==> config.mk <==
export PLATFORM = sky130hd
export DESIGN_NAME = stereo_source_mixer
export DESIGN_NICKNAME = d
export VERILOG_FILES = /design/src/smx_pkg.sv /design/src/smx_front.sv /design/src/smx_fifo.sv /design/src/smx_div.sv /design/src/smx_back.sv /design/src/stereo_source_mixer.sv
export SDC_FILE = /design/constraint.sdc
export NUM_CORES = 2
export LEC_CHECK = 0
export BUFFER_PORTS_ARGS = -buffer_cell sky130_fd_sc_hd__buf_2
export CAP_MARGIN = 20
export CORE_MARGIN = 5
export CORE_UTILIZATION = 64
export CTS_BUF_LIST = sky130_fd_sc_hd__clkbuf_8 sky130_fd_sc_hd__clkbuf_16
export CTS_CLUSTER_DIAMETER = 200
export DETAILED_ROUTE_END_ITERATION = 10
export PLACE_DENSITY = 0.86
export SLEW_MARGIN = 20
export SYNTH_ARGS = -nofsm -noshare
export SYNTH_HDL_FRONTEND = slang
export SYNTH_SLANG_ARGS = --single-unit
export TNS_END_PERCENT = 10
==> constraint.sdc <==
create_clock -name clk -period 7.3 [get_ports clk]
set_clock_uncertainty 0.15 [all_clocks]
set_input_delay 0 -clock clk [delete_from_list [all_inputs] [get_ports clk]]
set_output_delay 0 -clock clk [all_outputs]
set_load 0.05 [all_outputs]
==> src/smx_pkg.sv <==
package smx_pkg;

  // Source and configuration geometry
  localparam int NUM_SOURCES = 4;
  localparam int SRC_W       = 2;
  localparam int NUM_SLOTS   = 1 << SRC_W;
  localparam logic [SRC_W:0] SRC_LIMIT = (SRC_W + 1)'(NUM_SOURCES);

  localparam int SAMPLE_W = 16;
  localparam int VOL_W    = 8;
  localparam int MASK_W   = 4;
  localparam int SUM_W    = 19;
  localparam int CNT_W    = 3;
  localparam int PROD_W   = SAMPLE_W + VOL_W + 1;
  localparam int MAG_W    = SAMPLE_W + VOL_W - 1;
  localparam int CFG_IDX_W  = 3;
  localparam int CFG_DATA_W = 8;

  localparam logic [CNT_W-1:0] MAX_COUNT = CNT_W'(7);

  // Divide by 255: estimate with floor(2^23 / 255) = 2^15 + 2^7, then fix up by one
  localparam int UNITY_GAIN  = 255;
  localparam int RECIP_SHIFT = 23;
  localparam int EST_W       = 15;

  // Command queue between front and back
  localparam int FIFO_DEPTH = 4;
  localparam int FIFO_AW    = $clog2(FIFO_DEPTH);

  // Frame-average divider
  localparam int DIV_STEPS  = SUM_W;
  localparam int DIV_CNT_W  = $clog2(DIV_STEPS);

  // Configuration register indexes
  localparam logic [CFG_IDX_W-1:0] REG_VOLUME_0    = 3'd0;
  localparam logic [CFG_IDX_W-1:0] REG_VOLUME_1    = 3'd1;
  localparam logic [CFG_IDX_W-1:0] REG_VOLUME_2    = 3'd2;
  localparam logic [CFG_IDX_W-1:0] REG_VOLUME_3    = 3'd3;
  localparam logic [CFG_IDX_W-1:0] REG_ENABLE_MASK = 3'd4;

  typedef struct packed {
    logic                       contrib;
    logic                       has;
    logic                       last;
    logic [SRC_W-1:0]           src;
    logic [VOL_W-1:0]           vol;
    logic signed [SAMPLE_W-1:0] left;
    logic signed [SAMPLE_W-1:0] right;
  } cmd_t;

  typedef enum logic [3:0] {
    S_IDLE,
    S_MUL,
    S_ABS,
    S_EST,
    S_FIX,
    S_ACC,
    S_CLOSE,
    S_DIV,
    S_OUT
  } back_state_t;

endpackage

==> src/smx_front.sv <==
module smx_front (
  input  logic                                 clk,
  input  logic                                 rst_n,
  input  logic                                 in_valid,
  output logic                                 in_ready,
  input  logic [smx_pkg::SRC_W-1:0]            in_source_index,
  input  logic                                 in_has_sample,
  input  logic signed [smx_pkg::SAMPLE_W-1:0]  in_left_in,
  input  logic signed [smx_pkg::SAMPLE_W-1:0]  in_right_in,
  input  logic                                 in_frame_end,
  input  logic                                 cfg_valid,
  output logic                                 cfg_ready,
  input  logic [smx_pkg::CFG_IDX_W-1:0]        cfg_index,
  input  logic [smx_pkg::CFG_DATA_W-1:0]       cfg_data,
  input  logic                                 fifo_full,
  output logic                                 fifo_push,
  output smx_pkg::cmd_t                        fifo_wdata
);

  logic [smx_pkg::VOL_W-1:0]  vol_r   [smx_pkg::NUM_SLOTS];
  logic [smx_pkg::VOL_W-1:0]  vol_nxt [smx_pkg::NUM_SLOTS];
  logic [smx_pkg::MASK_W-1:0] en_r, en_nxt;
  logic [smx_pkg::MASK_W-1:0] ended_r, ended_nxt;
  logic [smx_pkg::CNT_W-1:0]  cnt_r, cnt_nxt;
  logic                       in_acc;
  logic                       active;
  logic [smx_pkg::MASK_W-1:0] src_bit;

  assign in_ready  = !fifo_full;
  assign cfg_ready = 1'b1;
  assign in_acc    = in_valid && in_ready;
  assign src_bit   = smx_pkg::MASK_W'(1) << in_source_index;

  assign active = ({1'b0, in_source_index} < smx_pkg::SRC_LIMIT) &&
                  ((en_r & src_bit) != '0) && ((ended_r & src_bit) == '0) &&
                  (cnt_r < smx_pkg::MAX_COUNT);

  assign fifo_push          = in_acc && (active || in_frame_end);
  assign fifo_wdata.contrib = active;
  assign fifo_wdata.has     = in_has_sample;
  assign fifo_wdata.last    = in_frame_end;
  assign fifo_wdata.src     = in_source_index;
  assign fifo_wdata.vol     = vol_r[in_source_index];
  assign fifo_wdata.left    = in_left_in;
  assign fifo_wdata.right   = in_right_in;

  always_comb begin
    vol_nxt   = vol_r;
    en_nxt    = en_r;
    ended_nxt = ended_r;
    cnt_nxt   = cnt_r;
    if (in_acc) begin
      if (active) begin
        cnt_nxt = cnt_r + 1'b1;
        if (!in_has_sample) begin
          ended_nxt = ended_r | src_bit;
        end
      end
      if (in_frame_end) begin
        cnt_nxt = '0;
      end
    end
    if (cfg_valid && cfg_ready) begin
      unique case (cfg_index)
        smx_pkg::REG_VOLUME_0: vol_nxt[0] = cfg_data;
        smx_pkg::REG_VOLUME_1: vol_nxt[1] = cfg_data;
        smx_pkg::REG_VOLUME_2: vol_nxt[2] = cfg_data;
        smx_pkg::REG_VOLUME_3: vol_nxt[3] = cfg_data;
        smx_pkg::REG_ENABLE_MASK: begin
          en_nxt    = cfg_data[smx_pkg::MASK_W-1:0];
          // restart every source whose bit is set
          ended_nxt = ended_nxt & ~cfg_data[smx_pkg::MASK_W-1:0];
        end
        default: ;
      endcase
    end
  end

  always_ff @(posedge clk) begin
    if (!rst_n) begin
      for (int i = 0; i < smx_pkg::NUM_SLOTS; i++) begin
        vol_r[i] <= smx_pkg::VOL_W'(smx_pkg::UNITY_GAIN);
      end
      en_r    <= '1;
      ended_r <= '0;
      cnt_r   <= '0;
    end else begin
      vol_r   <= vol_nxt;
      en_r    <= en_nxt;
      ended_r <= ended_nxt;
      cnt_r   <= cnt_nxt;
    end
  end

  a_frame_clears_count: assert property (@(posedge clk) disable iff (!rst_n)
    (in_acc && in_frame_end && !(cfg_valid && cfg_index == smx_pkg::REG_ENABLE_MASK))
      |=> (cnt_r == '0))
    else $error("front count not cleared at frame end");

  a_count_bounded: assert property (@(posedge clk) disable iff (!rst_n)
    (in_acc && !active && !in_frame_end) |=> (cnt_r == $past(cnt_r)))
    else $error("ignored word changed the front count");

endmodule

==> src/smx_fifo.sv <==
module smx_fifo (
  input  logic          clk,
  input  logic          rst_n,
  input  logic          push,
  input  smx_pkg::cmd_t wdata,
  output logic          full,
  input  logic          pop,
  output smx_pkg::cmd_t rdata,
  output logic          empty
);

  smx_pkg::cmd_t                 mem_r [smx_pkg::FIFO_DEPTH];
  logic [smx_pkg::FIFO_AW-1:0]   wptr_r, rptr_r;
  logic [smx_pkg::FIFO_AW:0]     fill_r;
  logic                          do_push, do_pop;

  assign full    = (fill_r == (smx_pkg::FIFO_AW + 1)'(smx_pkg::FIFO_DEPTH));
  assign empty   = (fill_r == '0);
  assign do_push = push && !full;
  assign do_pop  = pop && !empty;
  assign rdata   = mem_r[rptr_r];

  always_ff @(posedge clk) begin
    if (do_push) begin
      mem_r[wptr_r] <= wdata;
    end
  end

  always_ff @(posedge clk) begin
    if (!rst_n) begin
      wptr_r <= '0;
      rptr_r <= '0;
      fill_r <= '0;
    end else begin
      if (do_push) begin
        wptr_r <= wptr_r + 1'b1;
      end
      if (do_pop) begin
        rptr_r <= rptr_r + 1'b1;
      end
      if (do_push && !do_pop) begin
        fill_r <= fill_r + 1'b1;
      end else if (do_pop && !do_push) begin
        fill_r <= fill_r - 1'b1;
      end
    end
  end

endmodule

==> src/smx_div.sv <==
module smx_div (
  input  logic                                clk,
  input  logic                                rst_n,
  input  logic                                start,
  input  logic signed [smx_pkg::SUM_W-1:0]    num_l,
  input  logic signed [smx_pkg::SUM_W-1:0]    num_r,
  input  logic [smx_pkg::CNT_W-1:0]           den,
  output logic                                done,
  output logic signed [smx_pkg::SAMPLE_W-1:0] quo_l,
  output logic signed [smx_pkg::SAMPLE_W-1:0] quo_r
);

  localparam int SW = smx_pkg::SUM_W;
  localparam int CW = smx_pkg::CNT_W;

  logic [SW-1:0]                 d_l_r, d_r_r;
  logic [CW-1:0]                 rem_l_r, rem_r_r;
  logic [CW-1:0]                 den_r;
  logic                          neg_l_r, neg_r_r;
  logic                          busy_r, done_r;
  logic [smx_pkg::DIV_CNT_W-1:0] step_r;
  logic [CW:0]                   sh_l, sh_r;
  logic                          ge_l, ge_r;
  logic [SW-1:0]                 q_l, q_r;

  // One restoring step per lane per cycle
  assign sh_l = {rem_l_r, d_l_r[SW-1]};
  assign sh_r = {rem_r_r, d_r_r[SW-1]};
  assign ge_l = (sh_l >= {1'b0, den_r});
  assign ge_r = (sh_r >= {1'b0, den_r});

  assign q_l   = neg_l_r ? (SW'(0) - d_l_r) : d_l_r;
  assign q_r   = neg_r_r ? (SW'(0) - d_r_r) : d_r_r;
  assign quo_l = q_l[smx_pkg::SAMPLE_W-1:0];
  assign quo_r = q_r[smx_pkg::SAMPLE_W-1:0];
  assign done  = done_r;

  always_ff @(posedge clk) begin
    if (start) begin
      d_l_r   <= num_l[SW-1] ? (SW'(0) - num_l) : num_l;
      d_r_r   <= num_r[SW-1] ? (SW'(0) - num_r) : num_r;
      neg_l_r <= num_l[SW-1];
      neg_r_r <= num_r[SW-1];
      rem_l_r <= '0;
      rem_r_r <= '0;
      den_r   <= den;
    end else if (busy_r) begin
      d_l_r   <= {d_l_r[SW-2:0], ge_l};
      d_r_r   <= {d_r_r[SW-2:0], ge_r};
      rem_l_r <= ge_l ? CW'(sh_l - {1'b0, den_r}) : sh_l[CW-1:0];
      rem_r_r <= ge_r ? CW'(sh_r - {1'b0, den_r}) : sh_r[CW-1:0];
    end
  end

  always_ff @(posedge clk) begin
    if (!rst_n) begin
      busy_r <= 1'b0;
      done_r <= 1'b0;
      step_r <= '0;
    end else begin
      done_r <= 1'b0;
      if (start) begin
        busy_r <= 1'b1;
        step_r <= '0;
      end else if (busy_r) begin
        step_r <= step_r + 1'b1;
        if (step_r == smx_pkg::DIV_CNT_W'(smx_pkg::DIV_STEPS - 1)) begin
          busy_r <= 1'b0;
          done_r <= 1'b1;
        end
      end
    end
  end

endmodule

==> src/smx_back.sv <==
module smx_back (
  input  logic                                clk,
  input  logic                                rst_n,
  input  logic                                fifo_empty,
  input  smx_pkg::cmd_t                       fifo_rdata,
  output logic                                fifo_pop,
  output logic                                out_valid,
  input  logic                                out_ready,
  output logic signed [smx_pkg::SAMPLE_W-1:0] out_mix_left,
  output logic signed [smx_pkg::SAMPLE_W-1:0] out_mix_right
);

  localparam int SMW = smx_pkg::SAMPLE_W;
  localparam int MW  = smx_pkg::MAG_W;
  localparam int EW  = smx_pkg::EST_W;
  localparam int TW  = MW + EW + 1;

  smx_pkg::back_state_t state_r, state_nxt;
  smx_pkg::cmd_t        cmd_r;

  logic signed [SMW-1:0]            held_l_r [smx_pkg::NUM_SLOTS];
  logic signed [SMW-1:0]            held_r_r [smx_pkg::NUM_SLOTS];
  logic signed [smx_pkg::PROD_W-1:0] prod_l_r, prod_r_r;
  logic [MW-1:0]                    mag_l_r, mag_r_r;
  logic                             neg_l_r, neg_r_r;
  logic [EW-1:0]                    est_l_r, est_r_r;
  logic signed [smx_pkg::SUM_W-1:0] sum_l_r, sum_r_r;
  logic [smx_pkg::CNT_W-1:0]        cnt_r;
  logic signed [SMW-1:0]            mix_l_r, mix_r_r;

  logic                             div_start, div_done;
  logic signed [SMW-1:0]            div_q_l, div_q_r;
  logic [TW-1:0]                    t_l, t_r;
  logic [MW:0]                      r_l, r_r;
  logic [SMW-1:0]                   q_l, q_r;
  logic signed [SMW-1:0]            sc_l, sc_r;
  logic signed [SMW-1:0]            h_l, h_r;

  smx_div u_div (
    .clk   (clk),
    .rst_n (rst_n),
    .start (div_start),
    .num_l (sum_l_r),
    .num_r (sum_r_r),
    .den   (cnt_r),
    .done  (div_done),
    .quo_l (div_q_l),
    .quo_r (div_q_r)
  );

  // Reciprocal estimate: m * (2^15 + 2^7) >> 23, low by at most one
  assign t_l = (TW'(mag_l_r) << 15) + (TW'(mag_l_r) << 7);
  assign t_r = (TW'(mag_r_r) << 15) + (TW'(mag_r_r) << 7);

  // Remainder check lifts the estimate to the true floor
  assign r_l = (MW + 1)'(mag_l_r) - ((MW + 1)'(est_l_r) << 8) + (MW + 1)'(est_l_r);
  assign r_r = (MW + 1)'(mag_r_r) - ((MW + 1)'(est_r_r) << 8) + (MW + 1)'(est_r_r);
  assign q_l = SMW'(est_l_r) + SMW'(r_l >= (MW + 1)'(smx_pkg::UNITY_GAIN));
  assign q_r = SMW'(est_r_r) + SMW'(r_r >= (MW + 1)'(smx_pkg::UNITY_GAIN));
  assign sc_l = neg_l_r ? $signed(SMW'(0) - q_l) : $signed(q_l);
  assign sc_r = neg_r_r ? $signed(SMW'(0) - q_r) : $signed(q_r);

  assign h_l = held_l_r[cmd_r.src];
  assign h_r = held_r_r[cmd_r.src];

  assign out_mix_left  = mix_l_r;
  assign out_mix_right = mix_r_r;

  always_comb begin
    state_nxt = state_r;
    unique case (state_r)
      smx_pkg::S_IDLE: begin
        if (!fifo_empty) begin
          priority if (fifo_rdata.contrib && fifo_rdata.has) begin
            state_nxt = smx_pkg::S_MUL;
          end else if (fifo_rdata.contrib) begin
            state_nxt = smx_pkg::S_ACC;
          end else begin
            state_nxt = smx_pkg::S_CLOSE;
          end
        end
      end
      smx_pkg::S_MUL: state_nxt = smx_pkg::S_ABS;
      smx_pkg::S_ABS: state_nxt = smx_pkg::S_EST;
      smx_pkg::S_EST: state_nxt = smx_pkg::S_FIX;
      smx_pkg::S_FIX: state_nxt = smx_pkg::S_ACC;
      smx_pkg::S_ACC: state_nxt = cmd_r.last ? smx_pkg::S_CLOSE : smx_pkg::S_IDLE;
      smx_pkg::S_CLOSE: state_nxt = (cnt_r == '0) ? smx_pkg::S_OUT : smx_pkg::S_DIV;
      smx_pkg::S_DIV: begin
        if (div_done) begin
          state_nxt = smx_pkg::S_OUT;
        end
      end
      smx_pkg::S_OUT: begin
        if (out_ready) begin
          state_nxt = smx_pkg::S_IDLE;
        end
      end
      default: state_nxt = smx_pkg::S_IDLE;
    endcase
  end

  always_comb begin
    fifo_pop  = 1'b0;
    div_start = 1'b0;
    out_valid = 1'b0;
    unique case (state_r)
      smx_pkg::S_IDLE:  fifo_pop  = !fifo_empty;
      smx_pkg::S_CLOSE: div_start = (cnt_r != '0);
      smx_pkg::S_OUT:   out_valid = 1'b1;
      default: ;
    endcase
  end

  always_ff @(posedge clk) begin
    if (fifo_pop) begin
      cmd_r <= fifo_rdata;
    end
    if (state_r == smx_pkg::S_MUL) begin
      prod_l_r <= cmd_r.left * $signed({1'b0, cmd_r.vol});
      prod_r_r <= cmd_r.right * $signed({1'b0, cmd_r.vol});
    end
    if (state_r == smx_pkg::S_ABS) begin
      neg_l_r <= prod_l_r[smx_pkg::PROD_W-1];
      neg_r_r <= prod_r_r[smx_pkg::PROD_W-1];
      mag_l_r <= prod_l_r[smx_pkg::PROD_W-1] ? MW'(-prod_l_r) : MW'(prod_l_r);
      mag_r_r <= prod_r_r[smx_pkg::PROD_W-1] ? MW'(-prod_r_r) : MW'(prod_r_r);
    end
    if (state_r == smx_pkg::S_EST) begin
      est_l_r <= t_l[smx_pkg::RECIP_SHIFT +: EW];
      est_r_r <= t_r[smx_pkg::RECIP_SHIFT +: EW];
    end
  end

  always_ff @(posedge clk) begin
    if (!rst_n) begin
      state_r <= smx_pkg::S_IDLE;
      for (int i = 0; i < smx_pkg::NUM_SLOTS; i++) begin
        held_l_r[i] <= '0;
        held_r_r[i] <= '0;
      end
      sum_l_r <= '0;
      sum_r_r <= '0;
      cnt_r   <= '0;
      mix_l_r <= '0;
      mix_r_r <= '0;
    end else begin
      state_r <= state_nxt;
      if (state_r == smx_pkg::S_FIX) begin
        held_l_r[cmd_r.src] <= sc_l;
        held_r_r[cmd_r.src] <= sc_r;
      end
      if (state_r == smx_pkg::S_ACC) begin
        sum_l_r <= sum_l_r + {{(smx_pkg::SUM_W - SMW){h_l[SMW-1]}}, h_l};
        sum_r_r <= sum_r_r + {{(smx_pkg::SUM_W - SMW){h_r[SMW-1]}}, h_r};
        cnt_r   <= cnt_r + 1'b1;
      end
      if (state_r == smx_pkg::S_CLOSE && cnt_r == '0) begin
        mix_l_r <= '0;
        mix_r_r <= '0;
      end
      if (state_r == smx_pkg::S_DIV && div_done) begin
        mix_l_r <= div_q_l;
        mix_r_r <= div_q_r;
        sum_l_r <= '0;
        sum_r_r <= '0;
        cnt_r   <= '0;
      end
    end
  end

  a_sums_clear_after_result: assert property (@(posedge clk) disable iff (!rst_n)
    (out_valid && out_ready) |=> (sum_l_r == '0 && sum_r_r == '0 && cnt_r == '0))
    else $error("frame sums not cleared after result");

  a_done_only_in_div: assert property (@(posedge clk) disable iff (!rst_n)
    div_done |-> (state_r == smx_pkg::S_DIV))
    else $error("divider finished outside divide state");

  a_fix_then_acc: assert property (@(posedge clk) disable iff (!rst_n)
    (state_r == smx_pkg::S_FIX) |=> (state_r == smx_pkg::S_ACC && $past(cmd_r.contrib)))
    else $error("scaled pair not accumulated");

endmodule

==> src/stereo_source_mixer.sv <==
// Channel   Direction  Handshake              Word
// in_*      input      in_valid / in_ready    source_index, has_sample, left_in, right_in,
//                                             frame_end
// out_*     output     out_valid / out_ready  mix_left, mix_right (one per frame)
// cfg_*     input      cfg_valid / cfg_ready  cfg_index (0..3 volume, 4 enable mask), cfg_data
//
// The front takes one word per cycle while the 4-entry queue has room; the back sets the rate.
// Back per word: pop, multiply, magnitude, estimate, fix-up, accumulate with a sample;
// pop, accumulate for a run-out; pop for a word that only closes the frame; none if dropped.
// A frame close: close, 19 divide steps plus done, result; only close and result if empty.
// Reset (rst_n low, synchronous) sets volumes to unity, enables all sources, clears the rest.
// A stalled result holds the back only; the front fills the queue, then drops in_ready.
module stereo_source_mixer (
  input  logic                                 clk,
  input  logic                                 rst_n,
  input  logic                                 in_valid,
  output logic                                 in_ready,
  input  logic [smx_pkg::SRC_W-1:0]            in_source_index,
  input  logic                                 in_has_sample,
  input  logic signed [smx_pkg::SAMPLE_W-1:0]  in_left_in,
  input  logic signed [smx_pkg::SAMPLE_W-1:0]  in_right_in,
  input  logic                                 in_frame_end,
  output logic                                 out_valid,
  input  logic                                 out_ready,
  output logic signed [smx_pkg::SAMPLE_W-1:0]  out_mix_left,
  output logic signed [smx_pkg::SAMPLE_W-1:0]  out_mix_right,
  input  logic                                 cfg_valid,
  output logic                                 cfg_ready,
  input  logic [smx_pkg::CFG_IDX_W-1:0]        cfg_index,
  input  logic [smx_pkg::CFG_DATA_W-1:0]       cfg_data
);

  logic          q_push, q_full, q_pop, q_empty;
  smx_pkg::cmd_t q_wdata, q_rdata;

  // Classify each word: drop inactive sources, forward contributors and frame closes
  smx_front u_front (
    .clk             (clk),
    .rst_n           (rst_n),
    .in_valid        (in_valid),
    .in_ready        (in_ready),
    .in_source_index (in_source_index),
    .in_has_sample   (in_has_sample),
    .in_left_in      (in_left_in),
    .in_right_in     (in_right_in),
    .in_frame_end    (in_frame_end),
    .cfg_valid       (cfg_valid),
    .cfg_ready       (cfg_ready),
    .cfg_index       (cfg_index),
    .cfg_data        (cfg_data),
    .fifo_full       (q_full),
    .fifo_push       (q_push),
    .fifo_wdata      (q_wdata)
  );

  // Decouple the front (one word per cycle while the queue has room) from the multi-cycle back
  smx_fifo u_fifo (
    .clk   (clk),
    .rst_n (rst_n),
    .push  (q_push),
    .wdata (q_wdata),
    .full  (q_full),
    .pop   (q_pop),
    .rdata (q_rdata),
    .empty (q_empty)
  );

  // Scale, hold, accumulate and average per frame
  smx_back u_back (
    .clk           (clk),
    .rst_n         (rst_n),
    .fifo_empty    (q_empty),
    .fifo_rdata    (q_rdata),
    .fifo_pop      (q_pop),
    .out_valid     (out_valid),
    .out_ready     (out_ready),
    .out_mix_left  (out_mix_left),
    .out_mix_right (out_mix_right)
  );

endmodule
# Word-level counts from Yosys, hierarchy flattened
# Memory sizes are Yosys's and may differ from the RTL's. A register that Yosys moved wholly into a read port is not among the register bits.
# Index checks and enable logic that the tools add are counted.
# W data, S select, Z words.
# totals
register_bits,354
ramBits,308
in_bits,52
out_inout_bits,35
wordCells,202
memories,3
# op_classes
addsub,27
multipliers,2
magnitude_cmp,6
n_eq_ne,17
shift,1
muxes,60
bitwise_logic,8
reduce_logical,39
# mem_list
name,words,word_bits,read_ports,rd_ports_with_merged_regs,write_ports,line,text
u_fifo.mem_r,4,45,1,1,1,smx_fifo.sv:12,smx_pkg::cmd_t mem_r [smx_pkg::FIFO_DEPTH];
u_back.held_l_r,4,16,1,1,4,smx_back.sv:21,logic signed [SMW-1:0] held_l_r [smx_pkg::NUM_SLOTS];
u_back.held_r_r,4,16,1,1,4,smx_back.sv:22,logic signed [SMW-1:0] held_r_r [smx_pkg::NUM_SLOTS];
# ops
cell,n
$mux W16,9
$mux W19,6
$add A38 B30 Y38,2
$sub A1 B16 Y16 const A,4
$mul A16 B9 Y25,2
$add A24 B15 Y24,2
$ge A24 B8 Y1 const B,2
$sub A23 B23 Y24,2
$mux W23,2
$neg A23 Y23,2
$mux W4,10
$add A19 B19 Y19,2
$sub A1 B19 Y19 const A,2
$pmux W4 S9,1
$add A15 B1 Y16,2
$reduce_or A16 Y1,2
$mux W3,7
$bmux W8 S2,1
$eq A4 B3 Y1 const B,4
$mux W8,2
$mux W1,15
$mux W2,7
$and A4 B4 Y4,3
$reduce_and A2 Y1,6
other kinds (32),63

# Depth between registers and ports, before layout
# logic_depth
ltp_word,12
mapped_depth,26
depth_no_buf,24

# Hierarchy
# A second synthesis with hierarchy kept.
# hier_totals
cells_unflattened,4101
area_unflattened_um2,44138.6
# by_module_without_submodules
module,n_inst,cells_each,area_per_inst_um2,seq_area_each_um2
smx_back,1,3118,30873.4,10500.1
smx_fifo,1,283,7021.7,5585.4
smx_div,1,437,4046.4,1551.5
smx_front,1,263,2197.1,860.8

# Worst setup path before layout
# OpenSTA, ideal clock, no wires.
# synth_path
path_kind,register to register
from,register u_back.est_r_r[8]
to,"memory u_back.held_r_r[2][12] in the netlist's numbering, data pin"
setup_ns,0.265
arrival_time_ns,5.619
required_time_ns,6.885
path_slack_ns,1.266
path_stages_with_launch,26
path_buffers,1
period_less_slack_ns,6.034
path_cell_list,edfxtp_1 -> clkbuf_1 -> inv_1 -> fa_1 -> inv_1 -> ha_1 -> a21oi_1 -> o211ai_1 -> o21ai_1 -> nand2_1 -> o41ai_1 -> nor4b_1 -> or4_1 -> a2111oi_0 -> nand3_1 -> ha_1 -> ha_1 -> and3_1 -> mux2i_1 -> o31ai_1 -> nand4_1 -> a21oi_1 -> mux2i_1 -> a22oi_1 -> xnor2_1 -> nor2_1
# synth_lines
element,line,text
from (decl),smx_back.sv:26,"logic [EW-1:0] est_l_r, est_r_r;"
from (signal assigned),smx_back.sv:131,est_r_r <= t_r[smx_pkg::RECIP_SHIFT +: EW];
to (decl),smx_back.sv:22,

==> results.json <==
{
  "status": "finished clean",
  "fin_crit_ps": 6750,
  "setup_tns_ps": 0,
  "yosysUniqueCellTypes": 77,
  "syn_area_sq_um": 43300,
  "yosysSeqAreaShare": 0.427,
  "place_congestion": 0.894,
  "synth_nets": 4563,
  "clk_latency_ps": 620,
  "drt_drc_violations_left": 0,
  "port_buffers": 85,
  "clk_pin_slew_ps": 60,
  "crit_top_cell": "ha_1",
  "synth-edff-count": 520,
  "netlist_instances": 4020,
  "critPathCaptureType": "register",
  "syn_area_per_cell_sq_um": 10.8,
  "max_freq_ghz": 0.148,
  "track_usage": 0.267,
  "yosysWarningCount": 0,
  "initial_core_util": 0.645,
  "critPathMaxStageDelay_ps": 560,
  "die_w_microns": 270,
  "io_pins": 87,
  "max_slew_margin": 0.196,
  "area_delta_synth_final_pct": 10.6,
  "ys.flop_type": "edfxtp_1",
  "drv_slew": 0,
  "cts_tree": "built",
  "drv_cap": 0,
  "required_ps": 7500,
  "finalCritPeriodShare": 0.925,
  "coreArea_sq_um": 67200,
  "cts_htree_levels": 3,
  "grt_start_max_net_pins": 84,
  "synth-async-reset-ratio": 0,
  "hold_path_class": "input pin to register",
  "via_count": 30749,
  "drtIter0Drc": 2901,
  "cp_max_fo": 8,
  "crit_path_start_kind": "register",
  "path_cells": "inv_1, fa_1, inv_1, ha_1, a21oi_1, o211ai_1, o21ai_1, nand2_1, o41ai_2, nor4b_1, or4_1, a2111oi_0, nand3_1, ha_1, ha_1, and3_1, mux2i_1, o31ai_2, nand3_1, or2_2, a21oi_1, nor2_1, xnor2_1, nor2_1",
  "dieArea_sq_um": 73000,
  "nets": 4706,
  "cpMaxStageDelayCell": "or4_1",
  "wl_per_cell_microns": 19.3,
  "final_core_util": 0.713,
  "hold_viol_final": 0,
  "globalRouteOverflowTotal": 0,
  "antenna_found_initial": 0,
  "grt_pass1_wl_mm": 161,
  "clock-sinks": 664,
  "numCtsBuffers": 71,
  "cts_max_path_buffers": 3,
  "dpl.hpwl_mm": 64.6,
  "finalSetupViolCount": 0,
  "totalWireLength_mm": 98.4,
  "tightest_slew_ps": 1210,
  "first_pass_iters": 6,
  "worstSetupPathType": "register to register",
  "grt_pass1_vias": 31625,
  "ys_ff_latch": 664,
  "ant_nets": 0,
  "vias_per_cell": 6.04,
  "num_antenna_cells": 0,
  "cts_setup_buffers": 0,
  "die_h_microns": 270,
  "row_count": 95,
  "clockRootBuffer": "clkbuf_16",
  "drive_above_1_share": 0.0840,
  "cp.arrival_ps": 6950
}
==> what timing repair did <==
item | CTS | global route
resized for setup | 0 | 2
hold endpoints to repair | 231 | 4
hold buffers | 89 | 1
endpoints found under the setup margin | 0 | 27
==> final timing paths <==
check | start | end | slack, ps | depth (start not counted)
worst max-delay path | u_back.est_r_r[8]$_DFFE_PP_ | u_back.held_r_r[2][13]$_SDFFCE_PN0P_ | 550 | 24
worst min-delay path | cfg_data[6] | u_front.vol_r[30]$_SDFFE_PN1P_ | 30 | 4
worst max register to register | u_back.est_r_r[8]$_DFFE_PP_ | u_back.held_r_r[2][13]$_SDFFCE_PN0P_ | 550 | 24
worst min register to register | u_front.en_r[3]$_SDFFE_PN1P_ | u_front.en_r[3]$_SDFFE_PN1P_ | 310 | 1
==> area by class of cell <==
type / count / area, sq um
timing repair buffer: 206 / 1580
tap: 873 / 1090
clock buffer: 81 / 1940
clock inverter: 44 / 433
multi-input combinational: 2766 / 22700
fill: 4306 / 19300
sequential: 664 / 18500
inverter: 454 / 1700
==> layer usage <==
layer,wire length [microns],vias to the layer above,global-route usage
li1,-,14266,-
met1,37900,14985,0.330
met2,51100,1236,0.482
met3,5950,262,0.0371
met4,3380,0,0.0975
met5,0,-,0
==> per-stage QoR <==
| stage | cells | area, sq um | worst slack, ps | hold slack [ps] |
|---|---|---|---|---|
| finish | 5088 | 47900 | 545 | 34.9 |
| global route | 5088 | 47900 | -18.4 | 32.0 |
| CTS | 5084 | 47800 | 335 | 1.24 |
| detailed placement | 4870 | 44600 | 333 | 67.7 |
| global placement | 4870 | 44600 | 428 | 63.8 |
| floorplan | 4020 | 43300 | 1270 | -51.1 |
==> kinds of logic after synthesis <==
kind of cell,count (synthesis),share of synthesized area
AND/OR/NAND/NOR,1286,0.144
flip-flops,664,0.427
AO/OA/AOI/OAI,594,0.0899
buffers and inverters,590,0.0514
adder cells (fa/ha/maj),491,0.180
XOR/XNOR,283,0.0572
multiplexers,111,0.0503
other,1,0.0000866
==> worst max-delay path, delay by kind of cell (launching register included) <==
family | cells | cell delay [ps]
simple gates | 9 | 1880
compound gates | 7 | 1830
fa+ha+maj | 4 | 1440
flops | 1 | 500
xor+xnor | 1 | 340
buf+inv | 2 | 190
mux | 1 | 160
==> state kept, by name (all words and copies together), names as in the netlist, 16 cells and up, named ones only <==
name / flops
u_back.sum_l_r: 19
u_back.out_mix_left: 16
u_back.cmd_r: 43
u_front.vol_r: 32
u_back.u_div.d_l_r: 19
u_back.held_l_r: 64
u_back.prod_l_r: 24
u_back.mag_l_r: 23
u_back.sum_r_r: 19
u_back.mag_r_r: 23
u_fifo.mem_r: 180
u_back.held_r_r: 64
u_back.out_mix_right: 16
u_back.prod_r_r: 24
u_back.u_div.d_r_r: 19
==> placed cells by master (no fill, tap or decap), types with 17 or more instances in the layout <==
master / instances
a211oi_1: 20
a21boi_0: 18
a21o_1: 40
a21oi_1: 132
a22oi_1: 38
a31oi_1: 20
and2_1: 187
and3_1: 29
buf_2: 85
buf_4: 28
clkbuf_16: 73
dfxtp_1: 141
dlygate4sd3_1: 90
edfxtp_1: 520
fa_1: 223
ha_1: 268
inv_1: 460
mux2i_1: 24
mux4_2: 85
nand2_1: 422
nand2b_1: 40
nand3_1: 103
nand4_1: 23
nor2_1: 267
nor2b_1: 56
nor3_1: 48
o21a_1: 17
o21ai_0: 140
o31ai_1: 40
or3_1: 30
xnor2_1: 220
xor2_1: 63
==> cell usage after synthesis, types with 56 or more instances <==
cell type	count	area, sq um
nor2_1	269	1010
mux4_2	85	1910
edfxtp_1	520	15600
inv_1	454	1700
o21ai_0	140	701
xor2_1	63	552
dfxtp_1	144	2880
and2_1	191	1190
a21oi_1	132	661
nor2b_1	56	350
nand2_1	424	1590
ha_1	268	3350
nand3_1	103	515
fa_1	223	4460
xnor2_1	220	1930
clkbuf_1	118	443
Power is left out: the tool's default activity adds up to more than one toggle a clock period on the data nets, which glitch-free logic cannot reach.
